**src/rtl/ubf_pkg.sv**
```systemverilog
// ----------------------------------------------------------------------------
// ubf_pkg
// Shared types and constants for the UF2 block framer.
// ----------------------------------------------------------------------------
package ubf_pkg;

    // image size limits and derived widths
    localparam int unsigned MAX_IMAGE_BYTES = 16777216;
    localparam int LEN_W   = 25;                     // image_length register width
    localparam int POS_W   = 22;                     // payload word position
    localparam int SLOT_W  = 5;                      // payload word within a block
    localparam int BLK_W   = POS_W - SLOT_W;         // block number
    localparam int NBLK_W  = LEN_W - 7;              // block total, (len + 255) >> 8
    localparam int IDX_W   = 6;                      // output word within a block

    // stream layout of one 512-byte block
    localparam int HDR_WORDS = 4;
    localparam logic [IDX_W-1:0] LAST_IDX = 6'd63;

    // uf2 constants
    localparam logic [31:0] MAGIC_START0  = 32'h0A324655;
    localparam logic [31:0] MAGIC_START1  = 32'h9E5D5157;
    localparam logic [31:0] MAGIC_END     = 32'h0AB16F30;
    localparam logic [31:0] UF2_FLAGS     = 32'h00002000;
    localparam logic [31:0] PAYLOAD_BYTES = 32'd256;

    // configuration register indexes
    localparam logic [1:0] CFG_FAMILY_ID    = 2'd0;
    localparam logic [1:0] CFG_BASE_ADDRESS = 2'd1;
    localparam logic [1:0] CFG_IMAGE_LENGTH = 2'd2;

    // register reset values
    localparam logic [31:0]      RST_FAMILY_ID    = 32'h57755A57;
    localparam logic [31:0]      RST_BASE_ADDRESS = 32'h08010000;
    localparam logic [LEN_W-1:0] RST_IMAGE_LENGTH = 25'd256;

    // one classified payload word, front to back
    typedef struct packed {
        logic [63:0]       word;    // masked payload bytes
        logic [BLK_W-1:0]  blk;     // block number
        logic [SLOT_W-1:0] slot;    // position within the block
        logic              last;    // final word of the image
        logic              close;   // block closes after this word
    } ubf_item_t;

    // back-end sequencer state
    typedef enum logic {
        BK_START,
        BK_CONT
    } bk_state_t;

endpackage

```
**src/rtl/uf2_block_framer.sv**
```systemverilog
// ----------------------------------------------------------------------------
// uf2_block_framer
// Frames a firmware image into 512-byte UF2 blocks of 64 words each.
// ----------------------------------------------------------------------------
// Usage:
//   s_ channel: one 64-bit little-endian image word per request.
//   m_ channel: the UF2 stream, one 64-bit word per request. m_tlast marks the
//   last word caused by an input word; m_tuser[0] marks the end of a block,
//   m_tuser[1] the end of the image.
//   cfg port: family id (0), base address (1), image length (2); write only
//   while the block is idle.
// Timing: an input is first written into the queue; its first output word is
//   then registered in the output stage.
// Throughput: the back end issues one output word per cycle while the output
//   is not stalled; an input word yields one output word, five at the start of
//   a block, 29 when it closes a full block and up to 64 when it ends the image
//   on the first word of a block, two per input word on average over a full block.
// A two-entry queue sits between the input classifier and the word sequencer,
//   so inputs keep flowing while the output stalls until the queue fills.
// Reset clears the image position, the queue and the output stage, and loads
//   the register defaults.
// ----------------------------------------------------------------------------
module uf2_block_framer (
    input  logic        aclk,
    input  logic        aresetn,
    input  logic        s_tvalid,
    output logic        s_tready,
    input  logic [63:0] s_tdata,    // [63:0] payload_word
    output logic        m_tvalid,
    input  logic        m_tready,
    output logic [63:0] m_tdata,    // [63:0] out_word
    output logic        m_tlast,    // last_of_run
    output logic [1:0]  m_tuser,    // [0] block_end, [1] image_end
    input  logic        cfg_we,
    input  logic [1:0]  cfg_index,
    input  logic [31:0] cfg_wdata
);
    import ubf_pkg::*;

    logic [31:0]      family_id_reg;
    logic [31:0]      base_address_reg;
    logic [LEN_W-1:0] image_length_reg;

    logic             q_full, q_push, q_pop, q_head_valid;
    ubf_item_t        q_item, q_head;
    logic [NBLK_W-1:0] nblocks;

    // configuration registers
    always_ff @(posedge aclk) begin
        if (!aresetn) begin
            family_id_reg    <= RST_FAMILY_ID;
            base_address_reg <= RST_BASE_ADDRESS;
            image_length_reg <= RST_IMAGE_LENGTH;
        end else if (cfg_we) begin
            case (cfg_index)
                CFG_FAMILY_ID:    family_id_reg    <= cfg_wdata;
                CFG_BASE_ADDRESS: base_address_reg <= cfg_wdata;
                CFG_IMAGE_LENGTH: image_length_reg <= cfg_wdata[LEN_W-1:0];
                default: ;
            endcase
        end
    end

    ubf_front u_front (
        .aclk         (aclk),
        .aresetn      (aresetn),
        .s_tvalid     (s_tvalid),
        .s_tready     (s_tready),
        .s_tdata      (s_tdata),
        .image_length (image_length_reg),
        .q_full       (q_full),
        .q_push       (q_push),
        .q_item       (q_item),
        .nblocks      (nblocks)
    );

    ubf_queue u_queue (
        .aclk       (aclk),
        .aresetn    (aresetn),
        .push       (q_push),
        .push_item  (q_item),
        .full       (q_full),
        .pop        (q_pop),
        .head_valid (q_head_valid),
        .head       (q_head)
    );

    ubf_back u_back (
        .aclk         (aclk),
        .aresetn      (aresetn),
        .head_valid   (q_head_valid),
        .head         (q_head),
        .pop          (q_pop),
        .family_id    (family_id_reg),
        .base_address (base_address_reg),
        .nblocks      (nblocks),
        .m_tvalid     (m_tvalid),
        .m_tready     (m_tready),
        .m_tdata      (m_tdata),
        .m_tlast      (m_tlast),
        .m_tuser      (m_tuser)
    );

`ifndef SYNTH
    // image end only on a block end
    a_image_in_block: assert property (@(posedge aclk) disable iff (!aresetn)
        m_tvalid && m_tuser[1] |-> m_tuser[0])
        else $error("image end without block end");

    // a block end always closes the run of its input word
    a_block_closes_run: assert property (@(posedge aclk) disable iff (!aresetn)
        m_tvalid && m_tuser[0] |-> m_tlast)
        else $error("block end not marked last of run");

    // every block end carries the end magic
    a_end_magic: assert property (@(posedge aclk) disable iff (!aresetn)
        m_tvalid && m_tuser[0] |-> m_tdata[63:32] == MAGIC_END)
        else $error("block end without end magic");

    // the queue is never popped while empty
    a_no_underflow: assert property (@(posedge aclk) disable iff (!aresetn)
        q_pop |-> q_head_valid)
        else $error("queue popped while empty");
`endif

endmodule

```
**src/rtl/ubf_front.sv**
```systemverilog
// ----------------------------------------------------------------------------
// ubf_front
// Accepts payload words, tracks the image position, masks bytes past the
// image length and classifies each word for the back end.
// ----------------------------------------------------------------------------
module ubf_front (
    input  logic                      aclk,
    input  logic                      aresetn,
    input  logic                      s_tvalid,
    output logic                      s_tready,
    input  logic [63:0]               s_tdata,     // [63:0] payload_word
    input  logic [ubf_pkg::LEN_W-1:0] image_length,
    input  logic                      q_full,
    output logic                      q_push,
    output ubf_pkg::ubf_item_t        q_item,
    output logic [ubf_pkg::NBLK_W-1:0] nblocks
);
    import ubf_pkg::*;

    logic [POS_W-1:0]   pos_reg, pos_next;
    logic [LEN_W-1:0]   eff_len;
    logic [LEN_W:0]     len_plus;
    logic [POS_W-1:0]   total_words;
    logic [POS_W:0]     pos_plus;
    logic [LEN_W-1:0]   start_byte;
    logic [LEN_W-1:0]   remain;
    logic               is_last;
    logic [63:0]        masked;
    logic [LEN_W:0]     nblk_sum;

    // clamp the length into its legal range
    always_comb begin
        if (image_length == '0) begin
            eff_len = LEN_W'(1);
        end else if (image_length > LEN_W'(MAX_IMAGE_BYTES)) begin
            eff_len = LEN_W'(MAX_IMAGE_BYTES);
        end else begin
            eff_len = image_length;
        end
    end

    // word and block totals
    assign len_plus    = {1'b0, eff_len} + (LEN_W+1)'(7);
    assign total_words = POS_W'(len_plus >> 3);
    assign nblk_sum    = {1'b0, eff_len} + (LEN_W+1)'(255);
    assign nblocks     = NBLK_W'(nblk_sum >> 8);

    assign pos_plus   = {1'b0, pos_reg} + (POS_W+1)'(1);
    assign is_last    = pos_plus >= {1'b0, total_words};
    assign start_byte = LEN_W'({pos_reg, 3'b000});
    assign remain     = eff_len - start_byte;

    // zero the bytes past the image end
    always_comb begin
        masked = s_tdata;
        if (eff_len <= start_byte) begin
            masked = '0;
        end else if (remain < LEN_W'(8)) begin
            for (int b = 0; b < 8; b++) begin
                if (3'(b) >= remain[2:0]) begin
                    masked[8*b +: 8] = 8'h00;
                end
            end
        end
    end

    assign s_tready = !q_full;
    assign q_push   = s_tvalid && s_tready;

    always_comb begin
        q_item.word  = masked;
        q_item.blk   = pos_reg[POS_W-1:SLOT_W];
        q_item.slot  = pos_reg[SLOT_W-1:0];
        q_item.last  = is_last;
        q_item.close = is_last || (pos_reg[SLOT_W-1:0] == '1);
    end

    // position advances per request, wraps after the final word
    always_comb begin
        pos_next = pos_reg;
        if (q_push) begin
            pos_next = is_last ? '0 : pos_plus[POS_W-1:0];
        end
    end

    always_ff @(posedge aclk) begin
        if (!aresetn) begin
            pos_reg <= '0;
        end else begin
            pos_reg <= pos_next;
        end
    end

endmodule

```
**src/rtl/ubf_queue.sv**
```systemverilog
// ----------------------------------------------------------------------------
// ubf_queue
// Two-entry queue of classified words between front and back end.
// ----------------------------------------------------------------------------
module ubf_queue (
    input  logic               aclk,
    input  logic               aresetn,
    input  logic               push,
    input  ubf_pkg::ubf_item_t push_item,
    output logic               full,
    input  logic               pop,
    output logic               head_valid,
    output ubf_pkg::ubf_item_t head
);
    import ubf_pkg::*;

    ubf_item_t   mem_reg [2];
    logic        wr_ptr_reg, wr_ptr_next;
    logic        rd_ptr_reg, rd_ptr_next;
    logic [1:0]  count_reg, count_next;

    assign full       = count_reg == 2'd2;
    assign head_valid = count_reg != 2'd0;
    assign head       = mem_reg[rd_ptr_reg];

    // pointer and fill count update
    always_comb begin
        wr_ptr_next = push ? !wr_ptr_reg : wr_ptr_reg;
        rd_ptr_next = pop  ? !rd_ptr_reg : rd_ptr_reg;
        count_next  = count_reg;
        if (push && !pop) begin
            count_next = count_reg + 2'd1;
        end else if (pop && !push) begin
            count_next = count_reg - 2'd1;
        end
    end

    always_ff @(posedge aclk) begin
        if (!aresetn) begin
            wr_ptr_reg <= 1'b0;
            rd_ptr_reg <= 1'b0;
            count_reg  <= '0;
        end else begin
            wr_ptr_reg <= wr_ptr_next;
            rd_ptr_reg <= rd_ptr_next;
            count_reg  <= count_next;
        end
    end

    // entry storage
    always_ff @(posedge aclk) begin
        if (push) begin
            mem_reg[wr_ptr_reg] <= push_item;
        end
    end

endmodule

```
**src/rtl/ubf_back.sv**
```systemverilog
// ----------------------------------------------------------------------------
// ubf_back
// Expands each classified word into header, payload, padding and tail
// words, one per cycle while the output is free, into a registered output stage.
// ----------------------------------------------------------------------------
module ubf_back (
    input  logic                       aclk,
    input  logic                       aresetn,
    input  logic                       head_valid,
    input  ubf_pkg::ubf_item_t         head,
    output logic                       pop,
    input  logic [31:0]                family_id,
    input  logic [31:0]                base_address,
    input  logic [ubf_pkg::NBLK_W-1:0] nblocks,
    output logic                       m_tvalid,
    input  logic                       m_tready,
    output logic [63:0]                m_tdata,    // [63:0] out_word
    output logic                       m_tlast,    // last_of_run
    output logic [1:0]                 m_tuser     // [0] block_end, [1] image_end
);
    import ubf_pkg::*;

    bk_state_t        state_reg, state_next;
    logic [IDX_W-1:0] idx_reg, idx_next;
    logic [IDX_W-1:0] pay_idx, start_idx, stop_idx, cur_idx;
    logic             out_free, emit, done;
    logic [31:0]      addr;
    logic [63:0]      word;
    logic             blk_end;

    logic             m_tvalid_reg, m_tvalid_next;
    logic [63:0]      m_tdata_reg;
    logic             m_tlast_reg;
    logic [1:0]       m_tuser_reg;

    // where this word's run starts and stops within the block
    assign pay_idx   = IDX_W'(HDR_WORDS) + IDX_W'(head.slot);
    assign start_idx = (head.slot == '0) ? '0 : pay_idx;
    assign stop_idx  = head.close ? LAST_IDX : pay_idx;
    assign cur_idx   = (state_reg == BK_CONT) ? idx_reg : start_idx;

    assign out_free = !m_tvalid_reg || m_tready;
    assign emit     = head_valid && out_free;
    assign done     = cur_idx == stop_idx;

    // next state
    always_comb begin
        state_next = state_reg;
        idx_next   = idx_reg;
        if (emit) begin
            state_next = done ? BK_START : BK_CONT;
            idx_next   = cur_idx + IDX_W'(1);
        end
    end

    // word selection and pop
    assign addr    = base_address + 32'({head.blk, 8'h00});
    assign blk_end = cur_idx == LAST_IDX;
    always_comb begin
        pop = emit && done;
        if (cur_idx == IDX_W'(0)) begin
            word = {MAGIC_START1, MAGIC_START0};
        end else if (cur_idx == IDX_W'(1)) begin
            word = {addr, UF2_FLAGS};
        end else if (cur_idx == IDX_W'(2)) begin
            word = {32'(head.blk), PAYLOAD_BYTES};
        end else if (cur_idx == IDX_W'(3)) begin
            word = {family_id, 32'(nblocks)};
        end else if (cur_idx == pay_idx) begin
            word = head.word;
        end else if (blk_end) begin
            word = {MAGIC_END, 32'h0};
        end else begin
            word = '0;
        end
    end

    // output register valid
    always_comb begin
        m_tvalid_next = m_tvalid_reg;
        if (emit) begin
            m_tvalid_next = 1'b1;
        end else if (m_tready) begin
            m_tvalid_next = 1'b0;
        end
    end

    always_ff @(posedge aclk) begin
        if (!aresetn) begin
            state_reg    <= BK_START;
            idx_reg      <= '0;
            m_tvalid_reg <= 1'b0;
        end else begin
            state_reg    <= state_next;
            idx_reg      <= idx_next;
            m_tvalid_reg <= m_tvalid_next;
        end
    end

    // output payload
    always_ff @(posedge aclk) begin
        if (emit) begin
            m_tdata_reg <= word;
            m_tlast_reg <= done;
            m_tuser_reg <= {blk_end && head.last, blk_end};
        end
    end

    assign m_tvalid = m_tvalid_reg;
    assign m_tdata  = m_tdata_reg;
    assign m_tlast  = m_tlast_reg;
    assign m_tuser  = m_tuser_reg;

endmodule

```
**config.mk**
```make
export PLATFORM = sky130hd
export DESIGN_NAME = uf2_block_framer
export DESIGN_NICKNAME = d
export VERILOG_FILES = /design/src/rtl/ubf_pkg.sv /design/src/rtl/uf2_block_framer.sv /design/src/rtl/ubf_front.sv /design/src/rtl/ubf_queue.sv /design/src/rtl/ubf_back.sv
export SDC_FILE = /design/constraint.sdc
export NUM_CORES = 1
export LEC_CHECK = 0
export BUFFER_PORTS_ARGS = -buffer_cell sky130_fd_sc_hd__buf_2
export CAP_MARGIN = 10
export CORE_ASPECT_RATIO = 1.5
export CORE_UTILIZATION = 50
export CTS_CLUSTER_SIZE = 16
export DETAILED_ROUTE_END_ITERATION = 6
export PLACE_DENSITY = 0.83
export SYNTH_ARGS = -nofsm -noshare
export SYNTH_HDL_FRONTEND = slang
export SYNTH_SLANG_ARGS = --single-unit
```
**constraint.sdc**
```tcl
create_clock -name aclk -period 5.45 [get_ports aclk]
set_input_delay 1.09 -clock aclk [delete_from_list [all_inputs] [get_ports aclk]]
set_output_delay 1.09 -clock aclk [all_outputs]
set_load 0.02 [all_outputs]
```
==> flow_metrics.tcl, run 1 <==
set metrics [dict create \
    die_area_um2 39260 \
    largest_reg_flops 176 \
    detail_route.wl_per_cell_um 22.23 \
    die_h_um 242.2 \
    ff2ff_path_depth 18 \
    ys_seq_area_share_pct 50.87 \
    vias 15942 \
    crit_chain "nor4_1 -> nand4_1 -> o21ai_1 -> buf_4 -> buf_4 -> and2_1 -> ha_1 -> a21oi_1 -> nor2b_1 -> a211oi_1 -> nor2_1 -> nor3_1 -> nand4_1 -> or4_1 -> buf_12 -> nor4_4 -> buf_4 -> nor2_1" \
    port_buffers 171 \
    p_clk_share_pct 23.5 \
    antenna_left 0 \
    holdCritPathClass "reg2reg" \
    synth_nets 2103 \
    cts_htree_levels 2 \
    status "complete, no violations" \
    maxCapViolCount 0 \
    clkTransAtPathRegs_ps 70 \
    multi_input_area_um2 8859 \
    antenna_found_initial 1 \
    grt_pass1_wl_um 88130 \
    grt.total_usage_pct 29.47 \
    drc_errors 0 \
    arrival_ps 5340 \
    hold_path_depth 2 \
    slowest_delay_ps 620 \
    area_growth_pct 15.10 \
    ys_warn_count 0 \
    drive_gt1_share_pct 16.50 \
    avgSynthCellArea_um2 9.967 \
    sequential_cell_area_um2 9783 \
    async_flop_share_pct 0 \
    fin_setup_tns_ps 0 \
    grt_pass1_vias 15794 \
    cts.sinks 367 \
    grt.overflow.total 0 \
    grt_max_degree 113 \
    cts_made_buffers 35 \
    fp.coreArea_um2 37770 \
    rsz0062_at_grt "false" \
    clk_path_buf_depth 3 \
    critPathLaunchType "flip-flop" \
    intPower_mw 6.482 \
    path_class "reg2reg" \
    n_fill_cell 3051 \
    path_depth 18 \
    synth_cell_types 74 \
    final_hold_viol_count 0 \
    drt_iter0_markers 1577 \
    cp.required_ps 5730 \
    tritoncts "built" \
    gp_congestion 1.019 \
    pwr-share-comb_pct 38.6 \
    p_per_area_nw_per_um2 476.8 \
    p_seq_share_pct 37.9 \
    ios 172 \
    min_period_over_period_pct 92.76 \
    critPathMaxFanout 13 \
    max-vdd-ir-drop_mv 0.3732 \
    diodes 0 \
    relSlewSlack_pct 23.60 \
    dp_hpwl_um 43180 \
    syn-cell-area_um2 19230 \
    p_switching_mw 4.071 \
    worst_setup_path_end_kind "flip-flop" \
    fin_nets 2281 \
    crit_slowest_cell "or4_1" \
    crit_top_cell "buf_4" \
    whs_ps 469.9 \
    sw_frac_of_total_pct 38.58 \
    finClkSkew_ps 27.10 \
    cts-root-buf "clkbuf_16" \
    setup_viol 0 \
    rows 87 \
    ys_seq_elements 367 \
    start_util_pct 50.90 \
    viasPerCell 6.080 \
    insertion_delay_ps 540 \
    cellLeakagePower_nw 8.546 \
    fmax_mhz 197.8 \
    drt_pass1_iterations 7 \
    finalCriticalPeriod_ps 5056 \
    tightest_slew_ps 1146 \
    die_width_um 162.1 \
    final_core_util_pct 58.59 \
    hold_buffers 0 \
    synthFlopType "edfxtp_1" \
    crit_family "simple AND/OR/NAND/NOR gates" \
    routed_wl_um 58300 \
    dpl_cell_area_um2 20960 \
    cp_num_buf_inv 4 \
    report.final.slew_viol_count 0 \
    fin_area_um2 22130 \
    synth_enable_flop_cells 243 \
    synth_cells 1929 \
]
-- kinds of logic after synthesis --
group           count (synthesis)  synth area share, %
simple gates                  751                17.96
compound gates                394                14.03
flops                         367                50.87
buf+inv                       162                3.260
mux                            94                5.050
xor+xnor                       90                4.139
fa+ha+maj                      71                4.699
-- synth_stat cells, types with 30 or more instances --
cell / count / area [um2]
nand2_1: 350 / 1314
edfxtp_1: 243 / 7297
nor2_1: 167 / 626.9
dfxtp_1: 124 / 2482
clkbuf_1: 95 / 356.6
o21ai_0: 89 / 445.4
a21boi_0: 74 / 555.5
mux2i_1: 73 / 730.7
a21oi_1: 69 / 345.3
ha_1: 69 / 863.3
nand3_1: 59 / 295.3
xnor2_1: 59 / 516.8
inv_1: 53 / 198.9
xor2_1: 30 / 262.8
-- worst register-to-register path: cells and delay by family, from the launching register on --
family	cells	cell delay [ps]
AND/OR/NAND/NOR	10	2430
AO/OA/AOI/OAI	3	890
buffers and inverters	4	820
adder cells (fa/ha/maj)	1	340
flip-flops	1	310
-- power by group through the flow --
stage	logic [mW]	registers, mW	clock network (mW)
floorplan	2.15	4.39	0
global placement	3.88	4.03	0
detailed placement	3.97	4.05	0
CTS	4.00	4.00	2.49
global route	4.30	4.04	2.59
finish	4.08	4.00	2.48
-- cells in the final DEF, fill, tap and decap left out, drive strengths merged, types with 19 or more instances in the layout --
cell type	n
a21boi	74
a21oi	69
and2	24
buf	249
clkbuf	48
dfxtp	124
edfxtp	243
ha	69
inv	55
mux2	21
mux2i	73
nand2	350
nand3	59
nor2	167
nor2b	22
nor3	27
nor4	21
o211ai	19
o21ai	90
xnor2	59
xor2	31
-- routing by layer --
layer  global-route usage [%]  up-vias  wire length (um)
met1                    32.53     7598             20050
met3                    3.493      211              4251
met5                        0        -                10
met4                    20.98        2              4479
li1                         -     7290                 -
met2                    52.01      841             29510
-- cell type report --
class                   count  share of cell area (%)
flip-flops and latches    367                   44.21
multi-input cells        1400                   40.03
repair buffers            249                   6.807
clock buffers              48                   4.500
well taps                 489                   2.765
inverters                  54                  0.9159
clock inverters            15                  0.7746
-- stage by stage --
step	setup WS (ps)	cells	power, mW
2_1_floorplan	9.265	1929	6.545
3_3_place_gp	484.3	2559	7.913
3_5_place_dp	352.1	2559	8.024
4_1_cts	309.4	2622	10.48
5_1_grt	190.5	2622	10.93
6_report	394.4	2622	10.55
-- worst paths after layout --
kind	start	end	slack (ps)
worst max-delay path	image_length_reg[11]$_SDFFE_PN0P_	u_queue.mem_reg[1][48]$_DFFE_PP_	390
worst min register to register	family_id_reg[20]$_SDFFE_PN1P_	family_id_reg[20]$_SDFFE_PN1P_	470
worst min-delay path	family_id_reg[20]$_SDFFE_PN1P_	family_id_reg[20]$_SDFFE_PN1P_	470
worst max register to register	image_length_reg[11]$_SDFFE_PN0P_	u_queue.mem_reg[1][48]$_DFFE_PP_	390
-- what timing repair did --
action / in CTS / in global routing
setup buffers: 0 / 0
gates resized for setup: 0 / 1
setup endpoints to repair: 0 / 112
No activity file was read; power rests on OpenSTA's default activity.
==> inputs of run 2 (changes only) <==
CORE_MARGIN = 5   (was not set)
CORE_UTILIZATION = 30   (was 50)
PLACE_DENSITY = 0.59   (was 0.83)
==> run 2 against run 1 <==
- design area grew 1.7%
- utilization shrank 23 points
- combinational power up 2%
- clock skew is 3.9 ps higher
- worst hold slack got worse by 2.8 ps
- highest routed layer unchanged
- global-route usage decreased by 12 points
- clock power rose by 8.5%
- total power rose by 2.9%
- first-iteration DRC count shrank 41%
- count of clock-buffer cells in the layout fell by 5
- critical path depth is 2 lower
- routed wire length rose by 8.5%
==> flow_metrics.tcl, run 2 (synthesis results as in run 1) <==
set metrics [dict create \
    insertion_delay_ps 550 \
    sequential_cell_area_um2 9783 \
    cts.sinks 367 \
    clk_path_buf_depth 3 \
    path_class "reg2reg" \
    fin_area_um2 22510 \
    grt.total_usage_pct 17.63 \
    rr_startpoint "image_length_reg[9]$_SDFFE_PN0P_" \
    ios 172 \
    rows 113 \
    detail_route.wl_per_cell_um 21.63 \
    grt.overflow.total 0 \
    report.final.slew_viol_count 0 \
    place_ws_ps -206.6 \
    cellLeakagePower_nw 8.519 \
    critPathLaunchType "flip-flop" \
    die_h_um 320.0 \
    die_area_um2 69350 \
    critPathMaxFanout 8 \
    cts-root-buf "clkbuf_16" \
    fin_setup_tns_ps 0 \
    cp.required_ps 5730 \
    hold_path_depth 2 \
    viasPerCell 5.252 \
    fmax_mhz 193.7 \
    final_cells 2924 \
    fp.coreArea_um2 63480 \
    status "complete, no violations" \
    dp.cells 2849 \
    n_fill_cell 6404 \
    final_core_util_pct 35.46 \
    die_width_um 216.7 \
    tritoncts "built" \
    worst_setup_path_end_kind "flip-flop" \
    clkTransAtPathRegs_ps 70 \
    fin_nets 2263 \
    start_util_pct 30.29 \
    gp_congestion 0.9553 \
    drt_iter0_markers 933 \
    dp_hpwl_um 48380 \
    port_buffers 171 \
    final_cell_mix "350 x nand2_1, 243 x edfxtp_1, 170 x buf_2" \
    dpl_cell_area_um2 21130 \
    holdCritPathClass "reg2reg" \
    drive_gt1_share_pct 16.11 \
    grt_pass1_wl_um 94950 \
    arrival_ps 5450 \
    setup_viol 0 \
    ff2ff_setup_slack_ps 290 \
    relSlewSlack_pct 22.05 \
    largest_reg_flops 176 \
    finClkSkew_ps 30.97 \
    hold_path.startpoint "family_id_reg[15]$_SDFFE_PN0P_" \
    grt_pass1_vias 15725 \
    ff2ff_path_depth 16 \
    max-vdd-ir-drop_mv 0.2534 \
    drt_pass1_iterations 5 \
    min_period_over_period_pct 94.71 \
    tightest_slew_ps 1166 \
    hold_end "family_id_reg[15]$_SDFFE_PN0P_" \
    drc_errors 0 \
    multi_input_area_um2 8902 \
    cts_htree_levels 2 \
    p_per_area_nw_per_um2 482.1 \
    cts_made_buffers 37 \
    whs_ps 467.1 \
    hold_buffers 0 \
    final_hold_viol_count 0 \
    area_growth_pct 17.10 \
    total_power_mw 10.85 \
    rsz0062_at_grt "false" \
    finalCriticalPeriod_ps 5162 \
    layout_commonest_cell "nand2_1" \
    antenna_left 0 \
    antenna_found_initial 3 \
    maxCapViolCount 0 \
    routed_wl_um 63260 \
    fin_ws_ps 288.4 \
    grt_max_degree 66 \
    vias 15357 \
    worstReg2RegEnd "u_queue.mem_reg[0][56]$_DFFE_PP_" \
]
==> run 2: cell count changes in the layout (fill, tap and decap cells not counted), sizes merged <==
cell      change
clkinv        +8
clkbuf        -5
diode         +2
bufinv        +3
clkinvlp      -3
inv           +1
buf          -20
==> run 2: layer usage <==
metal / vias to the layer above / share of wire (%) / GRT usage [%]
met5: - / 0.022 / 0
met3: 162 / 4.9 / 2.432
met1: 7474 / 39 / 20.33
met4: 2 / 6.4 / 10.05
met2: 479 / 50 / 31.24
li1: 7240 / - / -
==> run 2: power by group <==
part / leakage, nW / switching (mW) / total [mW] / internal [mW]
clock: 0.633 / 1.12 / 2.69 / 1.56
combinational: 4.54 / 2.87 / 4.16 / 1.29
sequential: 3.35 / 0.193 / 4.00 / 3.81
total: 8.52 / 4.19 / 10.9 / 6.66
==> run 2: cell type report <==
cell class / count / area share [%]
Sequential cell: 367 / 43.46
Multi-Input combinational cell: 1400 / 39.54
Timing Repair Buffer: 229 / 5.913
Tap cell: 805 / 4.474
Clock buffer: 43 / 4.396
Clock inverter: 24 / 1.295
Inverter: 54 / 0.9004
Antenna cell: 2 / 0.02223
==> run 2: how the worst max path moves through the flow <==
stage / startpoint / end / slack, ps / depth (start not counted)
floorplan: s_tvalid / u_queue.mem_reg[1][0]$_DFFE_PP_ / 9 / 2
global placement: image_length_reg[18]$_SDFFE_PN0P_ / u_queue.mem_reg[0][41]$_DFFE_PP_ / -160 / 15
detailed placement: image_length_reg[18]$_SDFFE_PN0P_ / u_queue.mem_reg[1][36]$_DFFE_PP_ / -210 / 15
CTS: image_length_reg[18]$_SDFFE_PN0P_ / u_queue.mem_reg[0][56]$_DFFE_PP_ / 20 / 17
global route: image_length_reg[20]$_SDFFE_PN0P_ / u_queue.mem_reg[0][81]$_DFFE_PP_ / 0.7 / 16
finish: image_length_reg[9]$_SDFFE_PN0P_ / u_queue.mem_reg[0][56]$_DFFE_PP_ / 290 / 16
==> run 2: worst max-delay path: stages (launching register included) <==
cell      delay, ps
dfxtp_1         400
nor4_1          360
nand4_1         270
o21a_1          330
nor2_2          300
ha_1            340
nor2b_1         160
mux2_4          330
a2111o_1        440
a31oi_4         230
xnor2_1          80
a311o_1         260
or4_1           570
buf_4           260
nor4_4          280
buf_4           200
nor2_1           70
==> run 2: what timing repair did <==
| action | CTS | global route |
|---|---|---|
| hold endpoints to repair | 0 | 0 |
| endpoints found under the setup margin | 128 | 154 |
| resized for setup | 2 | 7 |
| setup buffers | 0 | 6 |
| pin swaps | 0 | 7 |
==> inputs of run 3 (changes only) <==
PLACE_DENSITY = 0.57   (was 0.59)
clock period = 6.7 ns   (was 5.45 ns; I/O delays follow)
==> run 3 against run 2 <==
- cell count fell by 0.72%
- design area fell by 1.6%
- routed wire length rose by 2.6%
- combinational power fell by 19%
- via count fell by 0.48%
- first-iteration DRC count rose by 19%
- register-to-register slack improved by 610 ps
- non-clock buffer count fell by 21
- critical endpoint is now u_queue.mem_reg[1][73]$_DFFE_PP_
==> flow_metrics.tcl, run 3 (synthesis results as in run 1) <==
set metrics [dict create \
    status "complete, no violations" \
    p_per_area_nw_per_um2 390.7 \
    start_util_pct 30.29 \
    cellLeakagePower_nw 8.297 \
    grt_pass1_vias 15625 \
    dp_hpwl_um 49600 \
    drive_gt1_share_pct 14.93 \
    slowest_delay_ps 640 \
    insertion_delay_ps 570 \
    arrival_ps 6090 \
    report.final.slew_viol_count 0 \
    antenna_left 0 \
    critPathMaxFanout 9 \
    routed_wl_um 64910 \
    gp_congestion 0.9019 \
    cts_made_buffers 37 \
    cts_resized 0 \
    cts.sinks 367 \
    crit_chain "nor4_1 -> nand4_1 -> o21a_1 -> nor2_1 -> ha_1 -> nor2b_1 -> mux2_4 -> a2111oi_0 -> nor4_1 -> a211oi_1 -> o2111ai_1 -> or4_1 -> buf_4 -> nor4_4 -> nor2_1" \
    rows 113 \
    port_buffers 171 \
    min_period_over_period_pct 86.65 \
    vias 15283 \
    postCtsSetupBuffers 0 \
    max-vdd-ir-drop_mv 0.2073 \
    layout_commonest_cell "nand2_1" \
    rr_startpoint "image_length_reg[12]$_SDFFE_PN0P_" \
    finClkSkew_ps 32.58 \
    tightest_slew_ps 1198 \
    grt.total_usage_pct 18.07 \
    die_area_um2 69350 \
    final_core_util_pct 34.89 \
    dp.cells 2834 \
    cts-root-buf "clkbuf_16" \
    grt_max_degree 105 \
    whs_ps 466.0 \
    area_growth_pct 15.19 \
    drt_iter0_markers 1110 \
    setup_viol 0 \
    detail_route.wl_per_cell_um 22.36 \
    drt_pass1_iterations 5 \
    final_hold_viol_count 0 \
    viasPerCell 5.265 \
    multi_input_area_um2 8852 \
    sequential_cell_area_um2 9783 \
    final_cell_mix "350 x nand2_1, 243 x edfxtp_1, 170 x buf_2" \
    tritoncts "built" \
    crit_slowest_cell "a2111oi_0" \
    fin_setup_tns_ps 0 \
    fin_nets 2242 \
    crit_start "image_length_reg[12]$_SDFFE_PN0P_" \
    holdCritPathClass "reg2reg" \
    relSlewSlack_pct 19.90 \
    grt.overflow.total 0 \
    hold_path.startpoint "family_id_reg[27]$_SDFFE_PN0P_" \
    clk_path_buf_depth 3 \
    drc_errors 0 \
    cp.required_ps 6980 \
    critPathLaunchType "flip-flop" \
    cts_htree_levels 2 \
    finalCriticalPeriod_ps 5805 \
    ios 172 \
    die_h_um 320.0 \
    fp.coreArea_um2 63480 \
    final_cells 2903 \
    clkTransAtPathRegs_ps 60 \
    rsz0062_at_grt "false" \
    grt_pass1_wl_um 96410 \
    cp_num_buf_inv 1 \
    worst_setup_path_end_kind "flip-flop" \
    largest_reg_flops 176 \
    path_class "reg2reg" \
    maxCapViolCount 0 \
    n_fill_cell 6355 \
    antenna_found_initial 3 \
    fmax_mhz 172.3 \
    die_width_um 216.7 \
    hold_buffers 0 \
    crit_family "simple AND/OR/NAND/NOR gates" \
]
==> run 3: cell count changes in the layout (fill, tap and decap cells not counted), sizes merged <==
cell	previous run	this run
inv	56	54
bufinv	5	1
clkbuf	43	44
buf	229	208
clkinvlp	0	9
clkinv	17	13
==> run 3: stage by stage <==
step	power, mW	setup WS (ps)	instance area, um2
after global placement	6.663	1059	20980
after floorplan	5.331	993.3	19230
after detailed placement	6.701	924.0	20980
after global routing	9.067	593.6	22140
final	8.652	894.7	22150
after CTS	8.734	927.9	22140
==> run 3: tightest hold or removal path: stages (launching register included) <==
cell and delay, ps:
dfxtp_1 310, nand2_1 50, a21boi_0 60
==> run 3: layout make-up <==
cell class	count	area share (%)
clock buffer	44	4.395
tap	805	4.548
sequential	367	44.18
antenna	2	0.02260
multi-input combinational	1400	39.97
timing repair buffer	208	5.130
inverter	54	0.9153
clock inverter	23	0.8418
==> run 3: path summary, 6_finish.rpt <==
path | endpoint | slack [ps] | cells after the start
setup / recovery | u_queue.mem_reg[1][73]$_DFFE_PP_ | 890 | 15
hold / removal | family_id_reg[27]$_SDFFE_PN0P_ | 470 | 2
setup reg to reg | u_queue.mem_reg[1][73]$_DFFE_PP_ | 890 | 15
hold reg to reg | family_id_reg[27]$_SDFFE_PN0P_ | 470 | 2
==> run 3: power breakdown <==
part / switching [mW] / internal (mW) / total [mW]
registers: 0.150 / 3.10 / 3.25
clock network: 0.925 / 1.09 / 2.02
logic: 2.37 / 1.01 / 3.38
==> run 3: routing by layer <==
metal,part of all wire [%],track usage [%]
met4,4.9,8.597
met2,51,32.55
met1,39,21.19
met3,4.6,2.366
met5,0.031,0
